--- src/rtl/core/rtbb_pkg.sv ---
// Shared types, codes and helpers for the real-time bandwidth budget block.
// No dependencies; every other file in rtl/core except rtbb_ram refers to this package.
package rtbb_pkg;

  // Fixed field widths.
  localparam int BW_W     = 32;
  localparam int RATIO_W  = 16;
  localparam int TS_W     = 64;
  localparam int TYPE_W   = 3;
  localparam int KIND_W   = 2;
  localparam int STATUS_W = 2;

  // Default sizing for the top-level parameters.
  localparam int DEF_TYPE_COUNT = 4;
  localparam int DEF_LOG_DEPTH  = 8;

  // Number of client types that own a weight register.
  localparam int RATIO_REGS = 4;

  localparam logic [RATIO_W-1:0] THOUSAND = 16'd1000;

  // Item kinds.
  localparam logic [KIND_W-1:0] KIND_SET   = 2'd0;
  localparam logic [KIND_W-1:0] KIND_AVAIL = 2'd1;
  localparam logic [KIND_W-1:0] KIND_RATIO = 2'd2;

  // Result status codes.
  localparam logic [STATUS_W-1:0] STATUS_OK        = 2'd0;
  localparam logic [STATUS_W-1:0] STATUS_BAD_QUERY = 2'd1;
  localparam logic [STATUS_W-1:0] STATUS_BAD_SET   = 2'd2;

  // Configuration register indexes.
  localparam int CFG_IDX_W = 3;
  localparam logic [CFG_IDX_W-1:0] REG_TOTAL_BW     = 3'd0;
  localparam logic [CFG_IDX_W-1:0] REG_USABLE_SHARE = 3'd1;
  localparam logic [CFG_IDX_W-1:0] REG_RATIO_0      = 3'd2;
  localparam logic [CFG_IDX_W-1:0] REG_RATIO_1      = 3'd3;
  localparam logic [CFG_IDX_W-1:0] REG_RATIO_2      = 3'd4;
  localparam logic [CFG_IDX_W-1:0] REG_RATIO_3      = 3'd5;

  typedef logic [RATIO_REGS-1:0][RATIO_W-1:0] ratio_bank_t;

  // One entry of the availability log.
  typedef struct packed {
    logic [TS_W-1:0] stamp;
    logic [BW_W-1:0] value;
  } log_entry_t;

  // Divider status seen by the sequencer.
  typedef struct packed {
    logic busy;
    logic done;
  } div_stat_t;

  // Weight of a client type; types without a register weigh one thousand.
  function automatic logic [RATIO_W-1:0] ratio_of(input ratio_bank_t regs,
                                                  input logic [TYPE_W-1:0] t);
    logic [RATIO_W-1:0] r;
    r = THOUSAND;
    if (t < TYPE_W'(RATIO_REGS)) begin
      r = regs[t[1:0]];
    end
    return r;
  endfunction

endpackage

--- src/rtl/core/rtbb_in_if.sv ---
// Input channel of the bandwidth budget block: valid/ready plus request fields.
// Depends on rtbb_pkg for field widths.
interface rtbb_in_if;
  logic                         valid;
  logic                         ready;
  logic [rtbb_pkg::KIND_W-1:0]  kind;
  logic [rtbb_pkg::TYPE_W-1:0]  type_index;
  logic [rtbb_pkg::BW_W-1:0]    bandwidth;
  logic [rtbb_pkg::TS_W-1:0]    timestamp;

  modport source (output valid, kind, type_index, bandwidth, timestamp, input ready);
  modport sink   (input valid, kind, type_index, bandwidth, timestamp, output ready);
endinterface

--- src/rtl/core/rtbb_out_if.sv ---
// Result channel of the bandwidth budget block: valid/ready plus result fields.
// Depends on rtbb_pkg for field widths.
interface rtbb_out_if;
  logic                          valid;
  logic                          ready;
  logic [rtbb_pkg::STATUS_W-1:0] status;
  logic [rtbb_pkg::BW_W-1:0]     remaining;
  logic [rtbb_pkg::RATIO_W-1:0]  ratio_out;
  logic                          logged;

  modport source (output valid, status, remaining, ratio_out, logged, input ready);
  modport sink   (input valid, status, remaining, ratio_out, logged, output ready);
endinterface

--- src/rtl/core/realtime_bandwidth_budget_top.sv ---
// Top level of the real-time bandwidth budget block.
// Depends on rtbb_pkg, rtbb_in_if, rtbb_out_if, rtbb_div and rtbb_ram.
//
// Usage:
//   Requests arrive on in_ch (valid/ready); each request produces exactly one
//   result item on out_ch (valid/ready). Registers are written through
//   cfg_we/cfg_index/cfg_data, by the user only while the block is idle, which
//   the block itself does not enforce: 0 total bandwidth, 1 usable share, 2..5
//   per-type weights. Other indexes are ignored. A set item stores a claim; an
//   availability query subtracts every other type's weighted claim from the
//   usable total and scales the remainder by the queried type's weight; a
//   ratio query returns a type's weight. Changed availability values are
//   written with their timestamp to a ring log.
//   Set, ratio and invalid items go from the idle state to ST_FIN, and their
//   result is loaded into the output register from there. In a valid
//   availability query each weighted claim and the two scalings run through
//   one shared multiplier and one divider retiring two quotient bits per
//   cycle while it is busy. One request is in work at a time; in_ch is ready
//   whenever the sequencer is idle, which it enters as a result is loaded,
//   so a new request is taken only after the last result is loaded.
// Reset (synchronous, active high) clears claims, total bandwidth, log valid
//   bits and the log pointer and sets the share and weights to 1000. A stalled
//   receiver holds the result in the output register; the next request may be
//   accepted meanwhile, and its result waits until the output register frees.
module realtime_bandwidth_budget_top #(
  parameter int TYPE_COUNT = rtbb_pkg::DEF_TYPE_COUNT,
  parameter int LOG_DEPTH  = rtbb_pkg::DEF_LOG_DEPTH
) (
  input  logic                           clk,
  input  logic                           rst,
  rtbb_in_if.sink                        in_ch,
  rtbb_out_if.source                     out_ch,
  input  logic                           cfg_we,
  input  logic [rtbb_pkg::CFG_IDX_W-1:0] cfg_index,
  input  logic [rtbb_pkg::BW_W-1:0]      cfg_data
);

  localparam int IDX_W  = $clog2(TYPE_COUNT + 1);
  localparam int CIDX_W = (TYPE_COUNT > 1) ? $clog2(TYPE_COUNT) : 1;
  localparam int LOG_W  = $clog2(LOG_DEPTH);
  localparam int ENTRY_W = $bits(rtbb_pkg::log_entry_t);

  typedef enum logic [8:0] {
    ST_IDLE      = 9'b000000001,
    ST_CLAIM_MUL = 9'b000000010,
    ST_CLAIM_DIV = 9'b000000100,
    ST_TOTAL_MUL = 9'b000001000,
    ST_TOTAL_DIV = 9'b000010000,
    ST_SCALE_MUL = 9'b000100000,
    ST_SCALE_DIV = 9'b001000000,
    ST_LOG_CHK   = 9'b010000000,
    ST_FIN       = 9'b100000000
  } state_t;

  state_t state;

  // Configuration registers.
  logic [rtbb_pkg::BW_W-1:0]    total_bw;
  logic [rtbb_pkg::RATIO_W-1:0] usable_share;
  rtbb_pkg::ratio_bank_t        ratio_reg;

  // Claim table and captured request.
  logic [rtbb_pkg::BW_W-1:0]   claim [TYPE_COUNT];
  logic [rtbb_pkg::TYPE_W-1:0] type_q;
  logic [rtbb_pkg::TS_W-1:0]   stamp_q;

  // Sequencer datapath.
  logic [IDX_W-1:0]          idx;
  logic [rtbb_pkg::BW_W-1:0] used;
  logic [rtbb_pkg::BW_W-1:0] diff;

  // Result under construction and output register.
  logic [rtbb_pkg::STATUS_W-1:0] res_status;
  logic [rtbb_pkg::BW_W-1:0]     res_avail;
  logic [rtbb_pkg::RATIO_W-1:0]  res_ratio;
  logic                          res_logged;
  logic                          out_valid;
  logic [rtbb_pkg::STATUS_W-1:0] out_status;
  logic [rtbb_pkg::BW_W-1:0]     out_avail;
  logic [rtbb_pkg::RATIO_W-1:0]  out_ratio;
  logic                          out_logged;

  // Log bookkeeping.
  logic [LOG_W-1:0]        log_slot;
  logic [LOG_W-1:0]        log_prev;
  logic [LOG_DEPTH-1:0]    log_valid;
  logic                    log_we;
  rtbb_pkg::log_entry_t    log_wentry;
  logic [ENTRY_W-1:0]      log_rdata;
  rtbb_pkg::log_entry_t    log_rentry;
  logic [rtbb_pkg::BW_W-1:0] prev_value;

  // Shared multiplier and divider.
  logic [rtbb_pkg::BW_W-1:0]    mul_a;
  logic [rtbb_pkg::BW_W-1:0]    mul_b;
  logic [rtbb_pkg::BW_W-1:0]    mul_prod;
  logic                         div_start;
  logic [rtbb_pkg::RATIO_W-1:0] div_den;
  logic [rtbb_pkg::BW_W-1:0]    div_quo;
  rtbb_pkg::div_stat_t          div_stat;

  logic in_fire;
  logic type_ok;
  logic claim_active;
  logic out_free;

  assign in_fire      = in_ch.valid && in_ch.ready;
  assign in_ch.ready  = (state == ST_IDLE);
  assign type_ok      = ({1'b0, in_ch.type_index} < 4'(TYPE_COUNT));
  assign claim_active = (idx != IDX_W'(TYPE_COUNT)) && (4'(idx) != {1'b0, type_q});
  assign out_free     = !out_valid || out_ch.ready;

  // Operand selection for the shared multiplier and divider.
  always_comb begin
    mul_a     = claim[idx[CIDX_W-1:0]];
    mul_b     = 32'(rtbb_pkg::THOUSAND);
    div_den   = rtbb_pkg::ratio_of(ratio_reg, 3'(idx));
    div_start = 1'b0;
    case (state)
      ST_CLAIM_MUL: begin
        div_start = claim_active;
      end
      ST_TOTAL_MUL: begin
        mul_a     = total_bw;
        mul_b     = 32'(usable_share);
        div_den   = rtbb_pkg::THOUSAND;
        div_start = 1'b1;
      end
      ST_SCALE_MUL: begin
        mul_a     = diff;
        mul_b     = 32'(rtbb_pkg::ratio_of(ratio_reg, type_q));
        div_den   = rtbb_pkg::THOUSAND;
        div_start = 1'b1;
      end
      default: begin
      end
    endcase
  end

  // Only the low word of the product is kept; the arithmetic is modulo 2^32.
  assign mul_prod = mul_a * mul_b;

  rtbb_div u_div (
    .clk   (clk),
    .rst   (rst),
    .start (div_start),
    .num   (mul_prod),
    .den   (div_den),
    .quo   (div_quo),
    .stat  (div_stat)
  );

  // Log ring: read the previous slot, write the current one.
  assign log_prev   = (log_slot == '0) ? LOG_W'(LOG_DEPTH - 1) : log_slot - 1'b1;
  assign log_rentry = rtbb_pkg::log_entry_t'(log_rdata);
  assign prev_value = log_valid[log_prev] ? log_rentry.value : '0;
  assign log_we     = (state == ST_LOG_CHK) && (prev_value != res_avail);
  assign log_wentry = '{stamp: stamp_q, value: res_avail};

  rtbb_ram #(
    .WIDTH (ENTRY_W),
    .DEPTH (LOG_DEPTH)
  ) u_log_ram (
    .clk   (clk),
    .we    (log_we),
    .waddr (log_slot),
    .wdata (log_wentry),
    .raddr (log_prev),
    .rdata (log_rdata)
  );

  // Configuration writes.
  always_ff @(posedge clk) begin
    if (rst) begin
      total_bw     <= '0;
      usable_share <= rtbb_pkg::THOUSAND;
      for (int i = 0; i < rtbb_pkg::RATIO_REGS; i++) begin
        ratio_reg[i] <= rtbb_pkg::THOUSAND;
      end
    end else if (cfg_we) begin
      case (cfg_index)
        rtbb_pkg::REG_TOTAL_BW:     total_bw     <= cfg_data;
        rtbb_pkg::REG_USABLE_SHARE: usable_share <= cfg_data[rtbb_pkg::RATIO_W-1:0];
        rtbb_pkg::REG_RATIO_0:      ratio_reg[0] <= cfg_data[rtbb_pkg::RATIO_W-1:0];
        rtbb_pkg::REG_RATIO_1:      ratio_reg[1] <= cfg_data[rtbb_pkg::RATIO_W-1:0];
        rtbb_pkg::REG_RATIO_2:      ratio_reg[2] <= cfg_data[rtbb_pkg::RATIO_W-1:0];
        rtbb_pkg::REG_RATIO_3:      ratio_reg[3] <= cfg_data[rtbb_pkg::RATIO_W-1:0];
        default: begin
        end
      endcase
    end
  end

  // Sequencer.
  always_ff @(posedge clk) begin
    if (rst) begin
      state     <= ST_IDLE;
      log_slot  <= '0;
      log_valid <= '0;
      for (int i = 0; i < TYPE_COUNT; i++) begin
        claim[i] <= '0;
      end
    end else begin
      case (state)
        ST_IDLE: begin
          if (in_fire) begin
            type_q     <= in_ch.type_index;
            stamp_q    <= in_ch.timestamp;
            res_status <= rtbb_pkg::STATUS_OK;
            res_avail  <= '0;
            res_ratio  <= '0;
            res_logged <= 1'b0;
            idx        <= '0;
            used       <= '0;
            state      <= ST_FIN;
            case (in_ch.kind)
              rtbb_pkg::KIND_SET: begin
                if (type_ok) begin
                  claim[in_ch.type_index[CIDX_W-1:0]] <= in_ch.bandwidth;
                end else begin
                  res_status <= rtbb_pkg::STATUS_BAD_SET;
                end
              end
              rtbb_pkg::KIND_AVAIL: begin
                if (type_ok) begin
                  state <= ST_CLAIM_MUL;
                end else begin
                  res_status <= rtbb_pkg::STATUS_BAD_QUERY;
                end
              end
              rtbb_pkg::KIND_RATIO: begin
                res_ratio <= type_ok ? rtbb_pkg::ratio_of(ratio_reg, in_ch.type_index)
                                     : rtbb_pkg::THOUSAND;
              end
              default: begin
              end
            endcase
          end
        end
        // Walk the other types; the divider is started here when one applies.
        ST_CLAIM_MUL: begin
          if (idx == IDX_W'(TYPE_COUNT)) begin
            state <= ST_TOTAL_MUL;
          end else if (claim_active) begin
            state <= ST_CLAIM_DIV;
          end else begin
            idx <= idx + 1'b1;
          end
        end
        ST_CLAIM_DIV: begin
          if (div_stat.done) begin
            used  <= used + div_quo;
            idx   <= idx + 1'b1;
            state <= ST_CLAIM_MUL;
          end
        end
        ST_TOTAL_MUL: begin
          state <= ST_TOTAL_DIV;
        end
        ST_TOTAL_DIV: begin
          if (div_stat.done) begin
            diff  <= div_quo - used;
            state <= ST_SCALE_MUL;
          end
        end
        ST_SCALE_MUL: begin
          state <= ST_SCALE_DIV;
        end
        ST_SCALE_DIV: begin
          if (div_stat.done) begin
            res_avail <= div_quo;
            state     <= ST_LOG_CHK;
          end
        end
        // Log only when the value moved since the last entry.
        ST_LOG_CHK: begin
          if (log_we) begin
            log_valid[log_slot] <= 1'b1;
            log_slot   <= (log_slot == LOG_W'(LOG_DEPTH - 1)) ? '0 : log_slot + 1'b1;
            res_logged <= 1'b1;
          end
          state <= ST_FIN;
        end
        ST_FIN: begin
          if (out_free) begin
            state <= ST_IDLE;
          end
        end
        default: begin
          state <= ST_IDLE;
        end
      endcase
    end
  end

  // Output register.
  always_ff @(posedge clk) begin
    if (rst) begin
      out_valid <= 1'b0;
    end else if (state == ST_FIN && out_free) begin
      out_valid <= 1'b1;
    end else if (out_ch.ready) begin
      out_valid <= 1'b0;
    end
  end

  always_ff @(posedge clk) begin
    if (state == ST_FIN && out_free) begin
      out_status <= res_status;
      out_avail  <= res_avail;
      out_ratio  <= res_ratio;
      out_logged <= res_logged;
    end
  end

  assign out_ch.valid     = out_valid;
  assign out_ch.status    = out_status;
  assign out_ch.remaining = out_avail;
  assign out_ch.ratio_out = out_ratio;
  assign out_ch.logged    = out_logged;

  // The divider reports completion only while the sequencer waits on it.
  a_done_in_div_state: assert property (@(posedge clk) disable iff (rst)
    div_stat.done |-> (state == ST_CLAIM_DIV || state == ST_TOTAL_DIV ||
                       state == ST_SCALE_DIV))
    else $error("divider finished outside a divide state");

  // A new request is never taken while the divider is still working.
  a_idle_div_free: assert property (@(posedge clk) disable iff (rst)
    (state == ST_IDLE) |-> !div_stat.busy)
    else $error("divider busy while idle");

  // A log write always advances the ring pointer.
  a_log_advance: assert property (@(posedge clk) disable iff (rst)
    log_we |=> (log_slot != $past(log_slot)))
    else $error("log pointer did not advance");

  // Only a successful query can report a log entry.
  a_logged_ok: assert property (@(posedge clk) disable iff (rst)
    (out_ch.valid && out_ch.logged) |-> (out_ch.status == rtbb_pkg::STATUS_OK))
    else $error("log flag on a failed result");

endmodule

--- src/rtl/core/rtbb_ram.sv ---
// Generic single-write, single-read RAM with a registered read port.
// No package dependencies.
module rtbb_ram #(
  parameter int WIDTH = 32,
  parameter int DEPTH = 8
) (
  input  logic                     clk,
  input  logic                     we,
  input  logic [$clog2(DEPTH)-1:0] waddr,
  input  logic [WIDTH-1:0]         wdata,
  input  logic [$clog2(DEPTH)-1:0] raddr,
  output logic [WIDTH-1:0]         rdata
);

  logic [WIDTH-1:0] mem [DEPTH];

  // Write port and registered read port.
  always_ff @(posedge clk) begin
    if (we) begin
      mem[waddr] <= wdata;
    end
    rdata <= mem[raddr];
  end

endmodule

--- src/rtl/core/rtbb_div.sv ---
// Iterative 32-by-16 unsigned divider, two quotient bits per cycle.
// Depends on rtbb_pkg. A zero divisor gives an all-ones quotient.
module rtbb_div (
  input  logic                         clk,
  input  logic                         rst,
  input  logic                         start,
  input  logic [rtbb_pkg::BW_W-1:0]    num,
  input  logic [rtbb_pkg::RATIO_W-1:0] den,
  output logic [rtbb_pkg::BW_W-1:0]    quo,
  output rtbb_pkg::div_stat_t          stat
);

  localparam int BITS_PER_STEP = 2;
  localparam int STEPS = rtbb_pkg::BW_W / BITS_PER_STEP;
  localparam int CNT_W = $clog2(STEPS);

  logic [rtbb_pkg::RATIO_W-1:0] rem;
  logic [rtbb_pkg::RATIO_W-1:0] den_q;
  logic [rtbb_pkg::BW_W-1:0]    q;
  logic [CNT_W-1:0]             cnt;
  logic                         busy;
  logic                         done;
  logic [rtbb_pkg::RATIO_W-1:0] rem_next;
  logic [rtbb_pkg::BW_W-1:0]    q_next;

  // Two restoring steps: shift in the next dividend bit, subtract if it fits.
  always_comb begin
    logic [rtbb_pkg::RATIO_W:0] trial;
    rem_next = rem;
    q_next   = q;
    for (int k = 0; k < BITS_PER_STEP; k++) begin
      trial  = {rem_next, q_next[rtbb_pkg::BW_W-1]};
      q_next = {q_next[rtbb_pkg::BW_W-2:0], 1'b0};
      if (trial >= {1'b0, den_q}) begin
        trial     = trial - {1'b0, den_q};
        q_next[0] = 1'b1;
      end
      rem_next = trial[rtbb_pkg::RATIO_W-1:0];
    end
  end

  // Control: load on start, count steps, pulse done after the last one.
  always_ff @(posedge clk) begin
    if (rst) begin
      busy <= 1'b0;
      done <= 1'b0;
      cnt  <= '0;
    end else begin
      done <= 1'b0;
      if (start) begin
        busy <= 1'b1;
        cnt  <= '0;
      end else if (busy) begin
        cnt <= cnt + 1'b1;
        if (cnt == CNT_W'(STEPS - 1)) begin
          busy <= 1'b0;
          done <= 1'b1;
        end
      end
    end
  end

  // Datapath registers.
  always_ff @(posedge clk) begin
    if (start) begin
      rem   <= '0;
      q     <= num;
      den_q <= den;
    end else if (busy) begin
      rem <= rem_next;
      q   <= q_next;
    end
  end

  assign quo       = q;
  assign stat.busy = busy;
  assign stat.done = done;

endmodule
--- src/flat_wrapper.sv ---
// flat-port wrapper written by rule: the top's interface ports become plain ports
module realtime_bandwidth_budget_top_flat 
#(
  parameter int TYPE_COUNT = rtbb_pkg::DEF_TYPE_COUNT,
  parameter int LOG_DEPTH  = rtbb_pkg::DEF_LOG_DEPTH
)
  (clk, rst, cfg_we, cfg_index, cfg_data, in_ch_valid, in_ch_kind, in_ch_type_index, in_ch_bandwidth, in_ch_timestamp, in_ch_ready, out_ch_valid, out_ch_status, out_ch_remaining, out_ch_ratio_out, out_ch_logged, out_ch_ready);
  rtbb_in_if in_ch_i ();
  rtbb_out_if out_ch_i ();
  input  logic clk;
  input  logic rst;
  input  logic cfg_we;
  input  logic [rtbb_pkg::CFG_IDX_W-1:0] cfg_index;
  input  logic [rtbb_pkg::BW_W-1:0] cfg_data;
  input wire logic [$bits(in_ch_i.valid)-1:0] in_ch_valid;
  input wire logic [$bits(in_ch_i.kind)-1:0] in_ch_kind;
  input wire logic [$bits(in_ch_i.type_index)-1:0] in_ch_type_index;
  input wire logic [$bits(in_ch_i.bandwidth)-1:0] in_ch_bandwidth;
  input wire logic [$bits(in_ch_i.timestamp)-1:0] in_ch_timestamp;
  output wire logic [$bits(in_ch_i.ready)-1:0] in_ch_ready;
  output wire logic [$bits(out_ch_i.valid)-1:0] out_ch_valid;
  output wire logic [$bits(out_ch_i.status)-1:0] out_ch_status;
  output wire logic [$bits(out_ch_i.remaining)-1:0] out_ch_remaining;
  output wire logic [$bits(out_ch_i.ratio_out)-1:0] out_ch_ratio_out;
  output wire logic [$bits(out_ch_i.logged)-1:0] out_ch_logged;
  input wire logic [$bits(out_ch_i.ready)-1:0] out_ch_ready;
  assign in_ch_i.valid = in_ch_valid;
  assign in_ch_i.kind = in_ch_kind;
  assign in_ch_i.type_index = in_ch_type_index;
  assign in_ch_i.bandwidth = in_ch_bandwidth;
  assign in_ch_i.timestamp = in_ch_timestamp;
  assign in_ch_ready = in_ch_i.ready;
  assign out_ch_valid = out_ch_i.valid;
  assign out_ch_status = out_ch_i.status;
  assign out_ch_remaining = out_ch_i.remaining;
  assign out_ch_ratio_out = out_ch_i.ratio_out;
  assign out_ch_logged = out_ch_i.logged;
  assign out_ch_i.ready = out_ch_ready;
  realtime_bandwidth_budget_top #(.TYPE_COUNT(TYPE_COUNT), .LOG_DEPTH(LOG_DEPTH)) u_core (.clk(clk), .rst(rst), .in_ch(in_ch_i), .out_ch(out_ch_i), .cfg_we(cfg_we), .cfg_index(cfg_index), .cfg_data(cfg_data));
endmodule
--- config.mk ---
export PLATFORM = sky130hd
export DESIGN_NAME = realtime_bandwidth_budget_top_flat
export DESIGN_NICKNAME = d
export VERILOG_FILES = /design/src/rtl/core/rtbb_pkg.sv /design/src/rtl/core/rtbb_in_if.sv /design/src/rtl/core/rtbb_out_if.sv /design/src/rtl/core/realtime_bandwidth_budget_top.sv /design/src/rtl/core/rtbb_ram.sv /design/src/rtl/core/rtbb_div.sv /design/src/flat_wrapper.sv
export SDC_FILE = /design/constraint.sdc
export NUM_CORES = 2
export LEC_CHECK = 0
export ABC_AREA = 0
export BUFFER_PORTS_ARGS = -buffer_cell sky130_fd_sc_hd__buf_2
export CELL_PAD_IN_SITES_DETAIL_PLACEMENT = 0
export CELL_PAD_IN_SITES_GLOBAL_PLACEMENT = 2
export CORE_ASPECT_RATIO = 0.7
export CORE_UTILIZATION = 35
export DETAILED_ROUTE_END_ITERATION = 6
export PLACE_DENSITY = 0.71
export SYNTH_ARGS = -nofsm -noshare
export SYNTH_HDL_FRONTEND = slang
export SYNTH_SLANG_ARGS = --single-unit
export TNS_END_PERCENT = 10
--- constraint.sdc ---
create_clock -name clk -period 14.1 [get_ports clk]
set_input_delay 1.41 -clock clk [delete_from_list [all_inputs] [get_ports clk]]
set_output_delay 1.41 -clock clk [all_outputs]
set_load 0.03 [all_outputs]
# After elaboration in Yosys (flattened, before gate mapping)
# Memories as Yosys holds them, arrays and structs flattened. A register that Yosys moved wholly into a read port is not among the register bits.
# Cells that the tools add are included.
# word_totals
reg_bits	439
ramBits	896
inputBits	141
output_inout_bits	53
elab_cells	195
memories	2
# mem_list
memory	words	width	read_ports	rd_ports_with_merged_regs	wr	line	source
u_core.u_log_ram.mem	8	96	1	1	1	rtbb_ram.sv:15	logic [WIDTH-1:0] mem [DEPTH];
u_core.claim	4	32	1	1	4	realtime_bandwidth_budget_top.sv:63	logic [rtbb_pkg::BW_W-1:0] claim [TYPE_COUNT];
# classes
add_sub_neg	8
n_mul	1
n_lt_le_gt_ge	12
eq_ne	31
muxes	71
bitwise_logic	4
n_reduce_logical	36
# op_table
op	count
32-bit 2-to-1 mux	7
32-bit case mux with 2 select lines	3
16-bit binary-select mux with 2-bit select	3
16-bit 2-to-1 mux	6
9-bit 2-to-1 mux	9
9-bit case mux with 9 select lines	1
17-bit by 16-bit >= comparator with 1-bit output	2
32-bit adder	1
32-bit by 16-bit multiplier with 32-bit output	1
32-bit inequality test	1
16-bit case mux with 2 select lines	1
32-bit OR reduction	1
16-bit subtractor	2
32-bit subtractor	1
1-bit 2-to-1 mux	24
10-bit 2-to-1 mux	2
3-bit 2-to-1 mux	6
2-bit AND reduction	7
3-bit == test, second input constant	4
3-bit < comparator, second input constant	4
2-bit inequality test, second input constant	6
4-bit AND reduction	3
6-bit AND reduction	2
2-bit nonzero test	5
41 further kinds	61

# Depth between registers and ports, before layout
# depth
ltp_word	9
ltp_mapped	34
mapped_depth_nobuf	30

# Hierarchy
# From an unflattened synthesis, not the netlist that was laid out.
# unflattened
cells_unflattened	5194
area_unflattened_um2	71162.0
# modules_own_cells
mod	n_inst	cells_each	area_per_inst_um2	seq_area_each_um2
realtime_bandwidth_budget_top	1	3549	35834.4	13633.1
rtbb_ram	1	1219	30805.8	24984.0
rtbb_div	1	426	4521.8	1881.8

# Worst setup path after synthesis
# Ideal clock, no wire load.
# synth_path
path_type	reg-to-reg
start	reg u_core.state[8]
end	reg u_core.u_div.q (netlist bit u_core.u_div.quo[27]), data pin
setup_ns	0.270
t_arrival_ns	7.752
required_time_ns	13.830
path_slack_ns	6.078
path_stages_with_launch	31
path_buffers	5
period_less_slack_ns	8.022
path_cell_list	dfxtp_1 > or4_4 > buf_6 > nor2_2 > buf_4 > buf_4 > buf_4 > clkbuf_1 > o22ai_1 > a21oi_1 > nand2_1 > fa_1 > fa_1 > fa_1 > inv_1 > fa_1 > fa_1 > inv_1 > fa_1 > inv_1 > ha_1 > a21o_1 > a2111o_1 > a21oi_1 > a21oi_1 > o31ai_1 > nand2_1 > a21o_1 > a21oi_1 > xor2_1 > o21ai_0
# synth_between
elab_chain_len	4
elab_cells_between_ends	9
cone_classes	mul: 1; eq/ne: 3; mux: 4; reduce/logical: 1
# synth_lines
element	line	source
from (decl)	realtime_bandwidth_budget_top.sv:55	state_t state;
from (signal assigned)	realtime_bandwidth_budget_top.sv:197	state <= ST_IDLE;
from (signal assigned)	realtime_bandwidth_budget_top.sv:215	state <= ST_FIN;
from (signal assigned)	realtime_bandwidth_budget_top.sv:226	state <= ST_CLAIM_MUL;
9-bit by 6-bit == test with 1-bit output / 9-bit by 4-bit == test with 1-bit output (equally long branches)	realtime_bandwidth_budget_top.sv:119	case (state)
32-bit case mux with 2 select lines (tied with other cells)	realtime_bandwidth_budget_top.sv:119	
32-bit by 16-bit multiplier with 32-bit output / 1-bit case mux with 2 select lines (equally long branches)	realtime_bandwidth_budget_top.sv:141, realtime_bandwidth_budget_top.sv:119	
32-bit 2-to-1 mux *	rtbb_div.sv:65	if (start) begin
to (signal assigned)	rtbb_div.sv:67	q <= num;
to (signal assigned)	rtbb_div.sv:71	q <= q_next;
to (decl)	rtbb_div.sv:19	logic [rtbb_pkg::BW_W-1:0] q;
# Mark *: on every way between the ends. The rest lies on a longest branch, timed or not.
# A chain may end at the register's enable or synchronous reset.

# Worst setup path in the final report
# layout_path
start	reg u_core.state[4]
end	reg u_core.u_div.q (netlist bit u_core.u_div.quo[31]), data pin
# The elaborated chain is that of the path after synthesis.

==> impl_metrics.ini <==
[status]
outcome = finished clean

[setup_path]
rr_endpoint = u_core.u_div.quo[31]
critPathKind = reg2reg
crit_path_end_kind = flip-flop
slowest_delay_ns = 0.69
cp-startpoint = u_core.state[4]
r2r_cells = 28
cp-start-kind = flip-flop
crit_end = u_core.u_div.quo[31]
r2r-start = u_core.state[4]
cp.required_ns = 14.52
slowest_stage = or3_1
r2r_slack_ns = 4.49
critPathMostFrequentCell = fa_1
cp_data_arrival_time_ns = 10.03
path_max_fanout = 28

[route]
drtIter0Drc = 2729
drtAntennaViolNets = 0
wirelength_um = 151300
firstDrtPassIters = 5
wl_per_cell_um = 23.36
drc = 0
vias = 33820
via_per_inst = 5.221

[pwr]
p_leak_nw = 20.85
ir_drop_uv = 102.4
p_per_area_nw_per_um2 = 158.4

[finish]
most-common-layout-cells = edfxtp_1 (604), nand2_1 (601), inv_1 (457)
finalNetCount = 5165
drive_gt1_share_pct = 11.93
layout_commonest_cell = edfxtp_1
syn_to_final_growth_pct = 11.64
largest_register_ffs = 256

[placement]
hpwl_um = 107100
numPortBuffers = 129
place.gp.congestion = 0.9030

[yosys]
syn_area_sq_um = 48830
synthArstFlopShare_pct = 0
ys_seq_area_share_pct = 44.90
ys_warn_count = 0
syn_inst = 4479
synth_edf_count = 604
synth_ff_type = edfxtp_1
avgSynthCellArea_sq_um = 10.90
synth.net_count = 5093
ys_ff_latch = 793
synth_cell_types = 88

[clock_tree]
cts_root_buffer = clkbuf_16
ctsHoldBuffers = 0
insertion_delay_ns = 0.70
ctsLongestPathBuffers = 3
cts_made_buffers = 81
cts_tree = built
post-cts-setup-buffers = 0
cts_num_sinks = 793
path_clk_slew_ns = 0.06
htree_levels = 3
cts_resized = 0

[sta]
holdWs_ns = 0.4203
finalCritPeriodShare_pct = 68.18
max_freq_mhz = 104.0
hold_viol_final = 0
rsz0062_at_grt = false
skew_ns = 0.03991
relSlewSlack_pct = 23.97
setup_violations = 0
fin_tns_setup_ns = 0
min_period_ns = 9.613
slew_viol_final = 0
tightest_slew_ns = 1.134

[grt]
antenna_found_initial = 11
grt_pass1_wl_um = 224600
overflow = 0
grt_max_degree = 82
grt_use_total_pct = 21.56
grt_pass1_vias = 33240

[run]
maxCapViolations = 0

[floorplanning]
rows = 114
design.core.area_sq_um = 138200
fp.dieH_um = 314.5
die_x_um = 448.4
start_util_pct = 35.33
die_area_sq_um = 141000
io_pins = 194

[hold_path]
hp-class = reg2reg
==> stage by stage <==
step	instance area, sq um	util [%]	setup WS (ns)	cells	total power, mW
after floorplan	48830	-	6.078	4479	5.307
after global placement	51690	37.40	4.496	6324	6.368
after detailed placement	51690	37.40	4.509	6324	6.379
after CTS	54500	39.43	4.464	6474	8.701
after global routing	54510	39.44	3.860	6475	9.231
final	54510	39.44	4.487	6477	8.634
==> synth_stat cells (all sizes together) (43+ instances only) <==
master | number | area [sq um]
a21o | 51 | 382.9
a21oi | 246 | 1231
and2 | 195 | 1220
buf | 43 | 224.0
clkbuf | 186 | 698.2
dfxtp | 189 | 3784
edfxtp | 604 | 18140
fa | 308 | 6166
ha | 165 | 2064
inv | 459 | 1723
mux4 | 112 | 2522
nand2 | 603 | 2268
nor2 | 310 | 1169
nor2b | 52 | 325.3
nor3 | 62 | 321.6
o21a | 50 | 375.4
o21ai | 126 | 641.9
o22ai | 67 | 419.2
xnor2 | 96 | 848.3
==> where the power goes <==
part / internal (mW) / switching (mW)
logic: 1.44 / 2.20
clock network: 1.30 / 0.997
registers: 2.62 / 0.0784
total: 5.35 / 3.28
==> critical path: cells and delay by family, from the launching register on <==
family | cells | cell delay [ns]
and+or+nand+nor | 5 | 2.03
buffers and inverters | 5 | 0.64
AOI/OAI and AO/OA | 10 | 2.68
adders and majority gates | 7 | 3.38
xor gates and xnor gates | 1 | 0.16
DFF | 1 | 0.39
==> cell type report <==
class	instances	area (sq um)
diodes	3	7.507
clock buffers	106	2223
clock inverters	44	588.1
fillers	13430	83700
inverters	460	1727
multi-input cells	2997	24400
flip-flops and latches	793	21920
well taps	1856	2322
repair buffers	218	1316
==> routing by layer <==
layer	vias to the layer above	global-route usage [%]	routed length, um
li1	15660	-	-
met1	17000	33.14	74190
met2	987	29.92	62120
met3	165	5.581	11880
met4	10	4.910	3069
met5	-	0	66
==> worst min-delay path by stage <==
stage	startpoint	end	depth (start not counted)
finish	u_core.res_ratio[7]	u_core.out_ch.ratio_out[7]	0
global route	u_core.res_ratio[9]	u_core.out_ch.ratio_out[9]	0
CTS	u_core.res_ratio[9]	u_core.out_ch.ratio_out[9]	0
floorplan	u_core.res_logged	u_core.out_ch.logged	0
detailed placement	u_core.res_ratio[7]	u_core.out_ch.ratio_out[7]	0
global placement	u_core.res_ratio[4]	u_core.out_ch.ratio_out[4]	0
==> logic make-up after synthesis <==
group                    after synthesis  share of synthesized area, %
flip-flops                           793                         44.90
buffers and inverters                689                         5.425
AO/OA/AOI/OAI                        794                         10.46
AND/OR/NAND/NOR                     1456                         14.05
adder cells (fa/ha/maj)              473                         16.86
multiplexers                         142                         5.817
XOR/XNOR                             132                         2.498
Note: power is estimated with default switching activity, not from simulation.
